**src/rtl/modexp_pkg.sv**
```systemverilog
// Shared types and constants for the modular exponentiation block.
package modexp_pkg;

    // Configuration register index
    typedef logic [0:0] t_cfg_idx;

    localparam t_cfg_idx REG_MODULUS  = 1'b0;
    localparam t_cfg_idx REG_EXPONENT = 1'b1;

    // Controller to datapath commands
    typedef struct packed {
        logic load;       // capture input transaction, init working registers
        logic div_step;   // one restoring step of value mod modulus
        logic mul_init;   // clear product accumulators, copy base to multiplier shifter
        logic mul_step;   // one double-and-add step in both product lanes
        logic mul_commit; // last step: write products back, shift exponent
        logic out_load;   // move finished result into output register
    } t_dp_cmd;

    // Datapath to controller status
    typedef struct packed {
        logic mod_zero;   // configured modulus is zero
        logic exp_zero;   // remaining exponent bits are all zero
    } t_dp_sts;

endpackage

```
**src/rtl/modexp_req_if.sv**
```systemverilog
// Request channel: valid/ready handshake carrying the value to exponentiate.
interface modexp_req_if #(
    parameter int DATA_WIDTH = 64
);
    logic                  valid;
    logic                  ready;
    logic [DATA_WIDTH-1:0] value;

    modport source (output valid, output value, input ready);
    modport sink   (input valid, input value, output ready);
endinterface

```
**src/rtl/modexp_rsp_if.sv**
```systemverilog
// Response channel: valid/ready handshake carrying the result and error flag.
interface modexp_rsp_if #(
    parameter int DATA_WIDTH = 64
);
    logic                  valid;
    logic                  ready;
    logic [DATA_WIDTH-1:0] result;
    logic                  bad_modulus;

    modport source (output valid, output result, output bad_modulus, input ready);
    modport sink   (input valid, input result, input bad_modulus, output ready);
endinterface

```
**src/rtl/modular_exponentiation_64_unit.sv**
```systemverilog
// Modular exponentiation top level: value ^ exponent mod modulus, one result per transaction.
// Steps: a bit-serial reduction of the value by the modulus, then one double-and-add multiply
// pass per exponent bit up to the highest set bit, then the move into the output register.
// A zero modulus skips all arithmetic and returns with the error flag.
// Throughput: one transaction at a time; the bit-serial double-and-add step sets the pace.
// Reset: synchronous, active low; clears the controller, output valid and both configuration registers.
module modular_exponentiation_64_unit #(
    parameter int DATA_WIDTH = 64
) (
    input  logic                  i_clk,
    input  logic                  i_rst_n,
    input  logic                  i_cfg_we,
    input  modexp_pkg::t_cfg_idx  i_cfg_idx,
    input  logic [DATA_WIDTH-1:0] i_cfg_data,
    modexp_req_if.sink            i_req,
    modexp_rsp_if.source          o_rsp
);
    import modexp_pkg::*;

    t_dp_cmd w_cmd;
    t_dp_sts w_sts;

    modexp_ctrl #(
        .DATA_WIDTH (DATA_WIDTH)
    ) u_ctrl (
        .i_clk       (i_clk),
        .i_rst_n     (i_rst_n),
        .i_in_valid  (i_req.valid),
        .o_in_ready  (i_req.ready),
        .o_out_valid (o_rsp.valid),
        .i_out_ready (o_rsp.ready),
        .i_sts       (w_sts),
        .o_cmd       (w_cmd)
    );

    modexp_dp #(
        .DATA_WIDTH (DATA_WIDTH)
    ) u_dp (
        .i_clk         (i_clk),
        .i_rst_n       (i_rst_n),
        .i_cfg_we      (i_cfg_we),
        .i_cfg_idx     (i_cfg_idx),
        .i_cfg_data    (i_cfg_data),
        .i_value       (i_req.value),
        .i_cmd         (w_cmd),
        .o_sts         (w_sts),
        .o_result      (o_rsp.result),
        .o_bad_modulus (o_rsp.bad_modulus)
    );

endmodule

```
**src/rtl/modexp_ctrl.sv**
```systemverilog
// Controller state machine: sequences reduction, square-and-multiply and output.
module modexp_ctrl #(
    parameter int DATA_WIDTH = 64
) (
    input  logic                i_clk,
    input  logic                i_rst_n,
    input  logic                i_in_valid,
    output logic                o_in_ready,
    output logic                o_out_valid,
    input  logic                i_out_ready,
    input  modexp_pkg::t_dp_sts i_sts,
    output modexp_pkg::t_dp_cmd o_cmd
);
    import modexp_pkg::*;

    localparam int CW = $clog2(DATA_WIDTH);

    localparam logic [2:0] S_IDLE = 3'd0;
    localparam logic [2:0] S_DIV  = 3'd1;
    localparam logic [2:0] S_EXP  = 3'd2;
    localparam logic [2:0] S_MUL  = 3'd3;
    localparam logic [2:0] S_FIN  = 3'd4;

    logic [2:0]    r_state, n_state;
    logic [CW-1:0] r_cnt, n_cnt;
    logic          r_out_valid, n_out_valid;
    logic          w_last;

    assign w_last = (r_cnt == CW'(DATA_WIDTH - 1));

    // Next state and command decode
    always_comb begin
        n_state = r_state;
        n_cnt   = r_cnt;
        o_cmd   = '0;
        case (r_state)
            S_IDLE: begin
                if (i_in_valid) begin
                    o_cmd.load = 1'b1;
                    n_cnt      = '0;
                    n_state    = i_sts.mod_zero ? S_FIN : S_DIV;
                end
            end
            S_DIV: begin
                o_cmd.div_step = 1'b1;
                if (w_last) begin
                    n_state = S_EXP;
                end else begin
                    n_cnt = r_cnt + 1'b1;
                end
            end
            S_EXP: begin
                if (i_sts.exp_zero) begin
                    n_state = S_FIN;
                end else begin
                    o_cmd.mul_init = 1'b1;
                    n_cnt          = '0;
                    n_state        = S_MUL;
                end
            end
            S_MUL: begin
                o_cmd.mul_step = 1'b1;
                if (w_last) begin
                    o_cmd.mul_commit = 1'b1;
                    n_state          = S_EXP;
                end else begin
                    n_cnt = r_cnt + 1'b1;
                end
            end
            S_FIN: begin
                // wait for the output register to free up
                if (!r_out_valid || i_out_ready) begin
                    o_cmd.out_load = 1'b1;
                    n_state        = S_IDLE;
                end
            end
            default: begin
                n_state = S_IDLE;
            end
        endcase
    end

    // Output valid: set on load, cleared when the transaction is taken
    always_comb begin
        if (o_cmd.out_load) begin
            n_out_valid = 1'b1;
        end else if (r_out_valid && i_out_ready) begin
            n_out_valid = 1'b0;
        end else begin
            n_out_valid = r_out_valid;
        end
    end

    always_ff @(posedge i_clk) begin
        if (!i_rst_n) begin
            r_state     <= S_IDLE;
            r_cnt       <= '0;
            r_out_valid <= 1'b0;
        end else begin
            r_state     <= n_state;
            r_cnt       <= n_cnt;
            r_out_valid <= n_out_valid;
        end
    end

    assign o_in_ready  = (r_state == S_IDLE);
    assign o_out_valid = r_out_valid;

endmodule

```
**src/rtl/modexp_dp.sv**
```systemverilog
// Datapath: config registers, bit-serial reduction, two double-and-add lanes, output register.
module modexp_dp #(
    parameter int DATA_WIDTH = 64
) (
    input  logic                  i_clk,
    input  logic                  i_rst_n,
    input  logic                  i_cfg_we,
    input  modexp_pkg::t_cfg_idx  i_cfg_idx,
    input  logic [DATA_WIDTH-1:0] i_cfg_data,
    input  logic [DATA_WIDTH-1:0] i_value,
    input  modexp_pkg::t_dp_cmd   i_cmd,
    output modexp_pkg::t_dp_sts   o_sts,
    output logic [DATA_WIDTH-1:0] o_result,
    output logic                  o_bad_modulus
);
    import modexp_pkg::*;

    localparam int DW = DATA_WIDTH;

    // (x + y) mod m without overflow; exact for x, y < m
    function automatic logic [DW-1:0] add_mod(
        input logic [DW-1:0] x,
        input logic [DW-1:0] y,
        input logic [DW-1:0] m
    );
        logic [DW-1:0] gap;
        gap = m - y;
        if (x >= gap) begin
            return x - gap;
        end else begin
            return x + y;
        end
    endfunction

    logic [DW-1:0] r_mod;
    logic [DW-1:0] r_exp;
    logic [DW-1:0] r_exp_sh;
    logic [DW-1:0] r_val;
    logic [DW-1:0] r_base;
    logic [DW-1:0] r_acc;
    logic [DW-1:0] r_pa;
    logic [DW-1:0] r_pb;
    logic [DW-1:0] r_ysh;
    logic          r_bad;
    logic [DW-1:0] r_res;
    logic          r_res_bad;

    logic [DW:0]   w_div_t;
    logic [DW-1:0] w_div_sub;
    logic [DW-1:0] w_div_n;
    logic [DW-1:0] w_pa_dbl, w_pb_dbl;
    logic [DW-1:0] n_pa, n_pb;

    // Configuration registers
    always_ff @(posedge i_clk) begin
        if (!i_rst_n) begin
            r_mod <= '0;
            r_exp <= '0;
        end else if (i_cfg_we) begin
            if (i_cfg_idx == REG_MODULUS) begin
                r_mod <= i_cfg_data;
            end else if (i_cfg_idx == REG_EXPONENT) begin
                r_exp <= i_cfg_data;
            end
        end
    end

    // Restoring reduction step: shift in one value bit, subtract modulus if it fits
    always_comb begin
        w_div_t   = {r_base, r_val[DW-1]};
        w_div_sub = w_div_t[DW-1:0] - r_mod;   // difference is below the modulus
        if (w_div_t >= {1'b0, r_mod}) begin
            w_div_n = w_div_sub;
        end else begin
            w_div_n = w_div_t[DW-1:0];
        end
    end

    // Two multiply lanes sharing multiplier bits of base: acc*base and base*base
    always_comb begin
        w_pa_dbl = add_mod(r_pa, r_pa, r_mod);
        w_pb_dbl = add_mod(r_pb, r_pb, r_mod);
        n_pa     = r_ysh[DW-1] ? add_mod(w_pa_dbl, r_acc, r_mod) : w_pa_dbl;
        n_pb     = r_ysh[DW-1] ? add_mod(w_pb_dbl, r_base, r_mod) : w_pb_dbl;
    end

    // Working registers
    always_ff @(posedge i_clk) begin
        if (i_cmd.load) begin
            r_val    <= i_value;
            r_base   <= '0;
            r_acc    <= {{(DW-1){1'b0}}, 1'b1};
            r_exp_sh <= r_exp;
            r_bad    <= (r_mod == '0);
        end
        if (i_cmd.div_step) begin
            r_base <= w_div_n;
            r_val  <= {r_val[DW-2:0], 1'b0};
        end
        if (i_cmd.mul_init) begin
            r_pa  <= '0;
            r_pb  <= '0;
            r_ysh <= r_base;
        end
        if (i_cmd.mul_step) begin
            r_pa  <= n_pa;
            r_pb  <= n_pb;
            r_ysh <= {r_ysh[DW-2:0], 1'b0};
        end
        if (i_cmd.mul_commit) begin
            if (r_exp_sh[0]) begin
                r_acc <= n_pa;
            end
            r_base   <= n_pb;
            r_exp_sh <= {1'b0, r_exp_sh[DW-1:1]};
        end
        if (i_cmd.out_load) begin
            r_res     <= r_bad ? '0 : r_acc;
            r_res_bad <= r_bad;
        end
    end

    assign o_sts.mod_zero = (r_mod == '0);
    assign o_sts.exp_zero = (r_exp_sh == '0);
    assign o_result       = r_res;
    assign o_bad_modulus  = r_res_bad;

endmodule

```
**src/flat_wrapper.sv**
```systemverilog
// flat-port wrapper written by rule: the top's interface ports become plain ports
module modular_exponentiation_64_unit_flat import modexp_pkg::*;
#(
    parameter int DATA_WIDTH = 64
)
  (i_clk, i_rst_n, i_cfg_we, i_cfg_idx, i_cfg_data, i_req_valid, i_req_value, i_req_ready, o_rsp_valid, o_rsp_result, o_rsp_bad_modulus, o_rsp_ready);
  modexp_req_if #(.DATA_WIDTH(DATA_WIDTH)) i_req_i ();
  modexp_rsp_if #(.DATA_WIDTH(DATA_WIDTH)) o_rsp_i ();
  input  logic i_clk;
  input  logic i_rst_n;
  input  logic i_cfg_we;
  input  modexp_pkg::t_cfg_idx i_cfg_idx;
  input  logic [DATA_WIDTH-1:0] i_cfg_data;
  input wire logic [$bits(i_req_i.valid)-1:0] i_req_valid;
  input wire logic [$bits(i_req_i.value)-1:0] i_req_value;
  output wire logic [$bits(i_req_i.ready)-1:0] i_req_ready;
  output wire logic [$bits(o_rsp_i.valid)-1:0] o_rsp_valid;
  output wire logic [$bits(o_rsp_i.result)-1:0] o_rsp_result;
  output wire logic [$bits(o_rsp_i.bad_modulus)-1:0] o_rsp_bad_modulus;
  input wire logic [$bits(o_rsp_i.ready)-1:0] o_rsp_ready;
  assign i_req_i.valid = i_req_valid;
  assign i_req_i.value = i_req_value;
  assign i_req_ready = i_req_i.ready;
  assign o_rsp_valid = o_rsp_i.valid;
  assign o_rsp_result = o_rsp_i.result;
  assign o_rsp_bad_modulus = o_rsp_i.bad_modulus;
  assign o_rsp_i.ready = o_rsp_ready;
  modular_exponentiation_64_unit #(.DATA_WIDTH(DATA_WIDTH)) u_core (.i_clk(i_clk), .i_rst_n(i_rst_n), .i_cfg_we(i_cfg_we), .i_cfg_idx(i_cfg_idx), .i_cfg_data(i_cfg_data), .i_req(i_req_i), .o_rsp(o_rsp_i));
endmodule
```
**config.mk**
```make
export PLATFORM = sky130hd
export DESIGN_NAME = modular_exponentiation_64_unit_flat
export DESIGN_NICKNAME = d
export VERILOG_FILES = /design/src/rtl/modexp_pkg.sv /design/src/rtl/modexp_req_if.sv /design/src/rtl/modexp_rsp_if.sv /design/src/rtl/modular_exponentiation_64_unit.sv /design/src/rtl/modexp_ctrl.sv /design/src/rtl/modexp_dp.sv /design/src/flat_wrapper.sv
export SDC_FILE = /design/constraint.sdc
export NUM_CORES = 2
export LEC_CHECK = 0
export BUFFER_PORTS_ARGS = -buffer_cell sky130_fd_sc_hd__buf_2
export CORE_MARGIN = 1
export CORE_UTILIZATION = 45
export DETAILED_ROUTE_END_ITERATION = 8
export PLACE_DENSITY = 0.66
export SYNTH_ARGS = -nofsm -noshare
export SYNTH_HDL_FRONTEND = slang
export SYNTH_SLANG_ARGS = --single-unit
```
**constraint.sdc**
```tcl
create_clock -name i_clk -period 15.5 [get_ports i_clk]
set_input_delay 1.55 -clock i_clk [delete_from_list [all_inputs] [get_ports i_clk]]
set_output_delay 1.55 -clock i_clk [all_outputs]
set_load 0.03 [all_outputs]
```
### Word level (Yosys, flattened, before mapping)

Cells that the tools add are included.
Widths: inputs -> output; s select.

| storage, ports and cells | value |
|---|---|
| input bits | 134 |
| output and inout bits | 67 |
| flip-flop bits (word level) | 652 |
| word-level logic and storage cells | 108 |

| operators by class | value |
|---|---|
| equality and inequality tests | 10 |
| add/subtract/negate cells | 14 |
| order comparisons | 5 |
| mux-type cells | 43 |
| reduce and logical (&&, ||, !) cells | 17 |
| bitwise logic cells | 1 |

Operators by type and width:

| cell | number |
|---|---|
| $mux 64 | 20 |
| $sub 64x64->64 | 9 |
| $add 64x64->64 | 4 |
| $ge 64x64->1 | 4 |
| $logic_not 64->1 | 2 |
| $mux 63 | 2 |
| $ge 65x64->1 | 1 |
| $mux 6 | 3 |
| $pmux 6 s3 | 1 |
| $mux 3 | 5 |
| $pmux 3 s4 | 1 |
| $mux 1 | 10 |
| $ne 2x2->1 const B | 4 |
| $reduce_bool 2->1 | 4 |
| $add 6x1->6 const B | 1 |
| $eq 3x2->1 const B | 2 |
| $eq 6x6->1 const B | 1 |
| $reduce_bool 3->1 | 2 |
| $reduce_and 2->1 | 2 |
| $reduce_and 4->1 | 1 |
| $eq 3x1->1 const B | 1 |
| $eq 3x3->1 const B | 1 |
| $logic_not 3->1 | 1 |
| $reduce_and 3->1 | 1 |
| other kinds (7) | 7 |

### Depth between registers and ports, before layout

| logic depth | value |
|---|---|
| depth in word-level cells | 8 |
| gate-level depth with buffers | 59 |
| depth with buffers taken out | 54 |

### Hierarchy

A second synthesis with hierarchy kept.

| second synthesis, totals | value |
|---|---|
| cells, all modules | 8318 |
| area total of the unflattened synthesis | 67008.0 um2 |

Modules (own cells, without submodules):

| module | instances | area each (um2) | sequential area each (um2) | cells each |
|---|---|---|---|---|
| modexp_dp | 1 | 66412.4 | 17326.6 | 8242 |
| modexp_ctrl | 1 | 595.6 | 200.2 | 76 |

### Worst setup path before layout

Ideal clock, no wire load.

| timing path | value |
|---|---|
| path kind | register to register |
| from | register u_core.u_dp.r_mod[1] |
| to | register u_core.u_dp.r_base[24] (data pin) |
| period minus slack after synthesis | 10872 ps |
| stages on the path, launching flop included | 57 |
| data arrival time | 10600 ps |
| setup time | 271 ps |
| setup slack | 4628 ps |
| buffers on the path | 5 |
| data required time | 15229 ps |
| cell sequence | dfxtp_1 inv_1 fa_1 nor2b_1 o21ai_0 a21oi_1 o21ai_0 a21oi_1 o21ai_0 a21oi_1 nor2b_1 o21ai_0 and3_1 a31oi_1 o21bai_1 a21oi_1 xor2_1 ha_1 [... 21 more ...] o21ai_0 a21oi_1 o41ai_1 o31ai_1 a2111o_1 a31oi_1 o21ai_0 a21o_1 o211ai_1 o21ai_0 o21ai_0 nand3_1 clkbuf_1 clkbuf_1 mux2i_1 nand2_1 o21ai_0 o22ai_1 |

| on the way | value |
|---|---|
| longest elaborated chain between the ends | 7 |
| elaborated cells between the ends (all ways) | 15 |
| classes of those cells | 6 x add/sub; 3 x order compare; 6 x mux |

RTL lines:

| element | RTL line | text |
|---|---|---|
| start, declared | modexp_dp.sv:35 | `logic [DW-1:0] r_mod;` |
| start signal, assigned | modexp_dp.sv:61 | `r_mod <= i_cfg_data;` |
| $sub 64x64->64 | modexp_dp.sv:27 | `gap = m - y;` |
| $sub 64x64->64 / $ge 64x64->1 (equally long branches) | modexp_dp.sv:29, modexp_dp.sv:28 |  |
| $mux 64 | modexp_dp.sv:28 | `if (x >= gap) begin` |
| $add 64x64->64 (tied with other cells) | modexp_dp.sv:31 | `return x + y;` |
| $mux 64 | modexp_dp.sv:28 |  |
| $mux 64 | modexp_dp.sv:84 | `n_pb = r_ysh[DW-1] ? add_mod(w_pb_dbl, r_base, r_mod) : w_pb_dbl;` |
| $mux 64 (*) | modexp_dp.sv:110 | `if (i_cmd.mul_commit) begin` |
| end signal, assigned | modexp_dp.sv:97 | `r_base <= w_div_n;` |
| end signal, assigned | modexp_dp.sv:114 | `r_base <= n_pb;` |
| end, declared | modexp_dp.sv:39 | `logic [DW-1:0] r_base;` |

Every way passes the cells marked *; elsewhere a longest branch is shown, timed or not.
A chain may end at the register's enable or synchronous reset.

### Final worst setup path

| timing path | value |
|---|---|
| from | register u_core.u_dp.r_mod[1] |
| to | register u_core.u_dp.r_base[59] (data pin) |

Same word-level chain as after synthesis.

==> metrics.cfg <==
[final_layout]
fin_area_um2 = 71900
fin_util_pct = 49.3
seq_area_um2 = 17500
fin_nets = 9259
stdcell_count = 10400
syn_to_final_growth_pct = 8.63
drive_gt1_share_pct = 5.91
multiInputGateArea_um2 = 45600
fill_cells = 14400

[setup_path]
crit_type = flop to flop
crit_path_top_delay_cell = a2111oi_0
cp.required_ns = 15.93
cp-end-kind = flop
critical_path_arrival_ns = 14.52
crit_fanout = 17
start_kind = flop
critPathMaxStageDelay_ns = 0.92
crit_path_frequent_cell = a21oi_1

[place]
gp_congestion = 0.999
hpwl_um = 185000
dpl_cell_area_um2 = 69200
port_buffers = 200
dp.cells = 10300

[logic_synthesis]
synth_edf_count = 447
synthCells = 8396
syn_area_um2 = 66200
ys_seq_area_share_pct = 26.5
syn_nets = 9219
synth_seq_cells = 652
synth_warnings = 0
yosys-top-cells-count = nand2_1 (958), a21oi_1 (807), ha_1 (680)
synthArstFlopShare_pct = 0
synth.avg_cell_area_um2 = 7.88
ys.flop_type = edfxtp_1
synth_cell_types = 90
synth.area.top_cells = edfxtp_1 (20%), ha_1 (13%), dfxtp_1 (6.2%)
yosysMostFrequentCell = nand2_1
yosysTopAreaCell = edfxtp_1
synthDominantCellAreaShare_pct = 20.3

[power_and_ir_drop]
p_sw_w = 0.00370
pwr-share-clk_pct = 23.6
comb_power_share_pct = 52.1
p_per_area_nw_per_um2 = 118
cellLeakagePower_nw = 31.2
intPower_w = 0.00479
p_sw_share_pct = 43.6
ir_drop_mv = 0.0913
seq_power_share_pct = 24.3

[clocking]
cts_tree = yes
htreeDepth = 3
clkSinkCount = 652
cts_hold_buf = 0
cts_setup_buffers = 0
cts_buffers = 85
cts-root-buf = clkbuf_16
clock_latency_ns = 0.73
clk_pin_slew_ns = 0.06
cts-resized-gates = 0
cts_max_path_buffers = 3

[run_status]
status = completed

[floorplanning]
num_io_pins = 201
num_rows = 140
start_util_pct = 45.4
die_w_um = 386
die_h_um = 386
dieArea_um2 = 149000
core_area_um2 = 146000

[route]
ant_nets = 0
drtPass1Iterations = 6
wl_per_cell_um = 23.0
vias = 64000
vias_per_cell = 6.14
remaining_drc_errors = 0
totalWireLength_um = 240000
drtIter0Drc = 6366

[grt]
grt_pass1_vias = 59000
grt-ovfl-total = 0
antenna_found_initial = 7
grt_start_max_net_pins = 161
grt_pass1_wl_um = 357000
track_usage_pct = 31.2

[sta]
setup_viol = 0
worst_slew_pin_slew_ns = 1.31
min_period_ns = 14.09
worst_hold_slack_ns = 0.463
final_hold_viol_count = 0
fin_skew_ns = 0.0341
fmax_mhz = 71.0
fin_setup_tns_ns = 0
drv_slew = 0
relSlewSlack_pct = 12.3
rsz0062_at_grt = false
period_share_pct = 90.9

[hold_path]
min_path_type = flop to flop

[run]
max_cap_violations = 0

[metrics by stage]
| step | total power (W) | setup slack (ns) |
|---|---|---|
| after floorplan | 0.00529 | 4.63 |
| after global placement | 0.00637 | 1.79 |
| after detailed placement | 0.00639 | 1.65 |
| after CTS | 0.00841 | 1.59 |
| after global routing | 0.00897 | 0.290 |
| final | 0.00849 | 1.41 |
[cell type report]
class / instances / area share, %
tap: 1917 / 3.34
antenna: 4 / 0.0139
timing repair buffer: 286 / 2.35
clock inverter: 39 / 0.508
inverter: 537 / 2.80
clock buffer: 120 / 3.27
sequential: 652 / 24.4
multi-input combinational: 6874 / 63.4
[worst max-delay path, delay by kind of cell (launching register included)]
family	cells	cell delay (ns)
adder cells (fa/ha/maj)	3	1.32
AND/OR/NAND/NOR	9	1.45
AO/OA/AOI/OAI	34	9.65
buffers and inverters	2	0.37
flip-flops	1	0.69
XOR/XNOR	2	0.34
[per-layer routing]
layer / track usage, % / vias to the layer above / wire (µm)
li1: - / 30500 / -
met1: 43.4 / 30400 / 105000
met2: 48.5 / 2610 / 104000
met3: 3.95 / 469 / 20100
met4: 12.7 / 4 / 10300
met5: 0 / - / 27
[power by group through the flow]
stage,clock [W],combinational [W],sequential [W]
final,0.00200,0.00442,0.00207
after global placement,0,0.00427,0.00210
after global routing,0.00209,0.00481,0.00207
after floorplan,0,0.00323,0.00205
after CTS,0.00203,0.00432,0.00206
after detailed placement,0,0.00429,0.00210
[path summary, 6_finish.rpt]
kind / start / slack (ns) / depth (start not counted) / endpoint
worst min-delay path: u_core.u_dp.r_exp[48] / 0.46 / 2 / u_core.u_dp.r_exp[48]
worst max register to register: u_core.u_dp.r_mod[1] / 1.41 / 50 / u_core.u_dp.r_base[59]
worst min register to register: u_core.u_dp.r_exp[48] / 0.46 / 2 / u_core.u_dp.r_exp[48]
worst max-delay path: u_core.u_dp.r_mod[1] / 1.41 / 50 / u_core.u_dp.r_base[59]
[kinds of logic after synthesis]
group                    after synthesis  share of synthesized area (%)
buffers and inverters                870                           4.94
adder cells (fa/ha/maj)              709                           13.4
AO/OA/AOI/OAI                       2857                           27.9
multiplexers                          33                          0.508
AND/OR/NAND/NOR                     2636                           18.3
XOR/XNOR                             639                           8.45
flip-flops                           652                           26.5
[state kept, by name, indices dropped and copies added (netlist names)]
name                       count
u_core.u_dp.r_pa              64
u_core.u_dp.r_ysh             64
u_core.u_ctrl.o_out_valid      1
u_core.u_ctrl.r_cnt            6
u_core.u_dp.o_result          64
u_core.u_dp.o_bad_modulus      1
u_core.u_dp.r_val             64
u_core.u_dp.r_exp             64
u_core.u_dp.r_exp_sh          64
u_core.u_dp.r_mod             64
u_core.u_dp.r_bad              1
u_core.u_dp.r_acc             64
u_core.u_dp.r_pb              64
u_core.u_dp.r_base            64
u_core.u_ctrl.r_state          3
[layout by cell type (no fill, tap or decap), types with 40 or more instances in the layout]
master,netlist,routed
xnor2_1,390,390
or3_1,40,40
a31oi_1,80,78
nand4_1,120,120
dfxtp_1,205,205
buf_2,4,199
buf_4,0,84
nor4_1,56,56
inv_1,536,535
xor2_1,249,249
nand3_1,197,195
a211oi_1,60,60
nor2b_1,115,114
and3_1,76,75
o21ai_0,558,558
edfxtp_1,447,447
o22ai_1,45,45
o21bai_1,123,123
a21oi_1,807,807
nand2_1,958,950
a22o_1,141,141
nand2b_1,123,120
a21boi_0,161,161
o211ai_1,78,78
and2_1,84,82
o31ai_1,50,50
nor3_1,108,107
o21a_1,75,75
ha_1,680,680
a21o_1,416,415
nor2_1,676,672
clkbuf_16,0,86
Power figures use the tool's default switching activity.
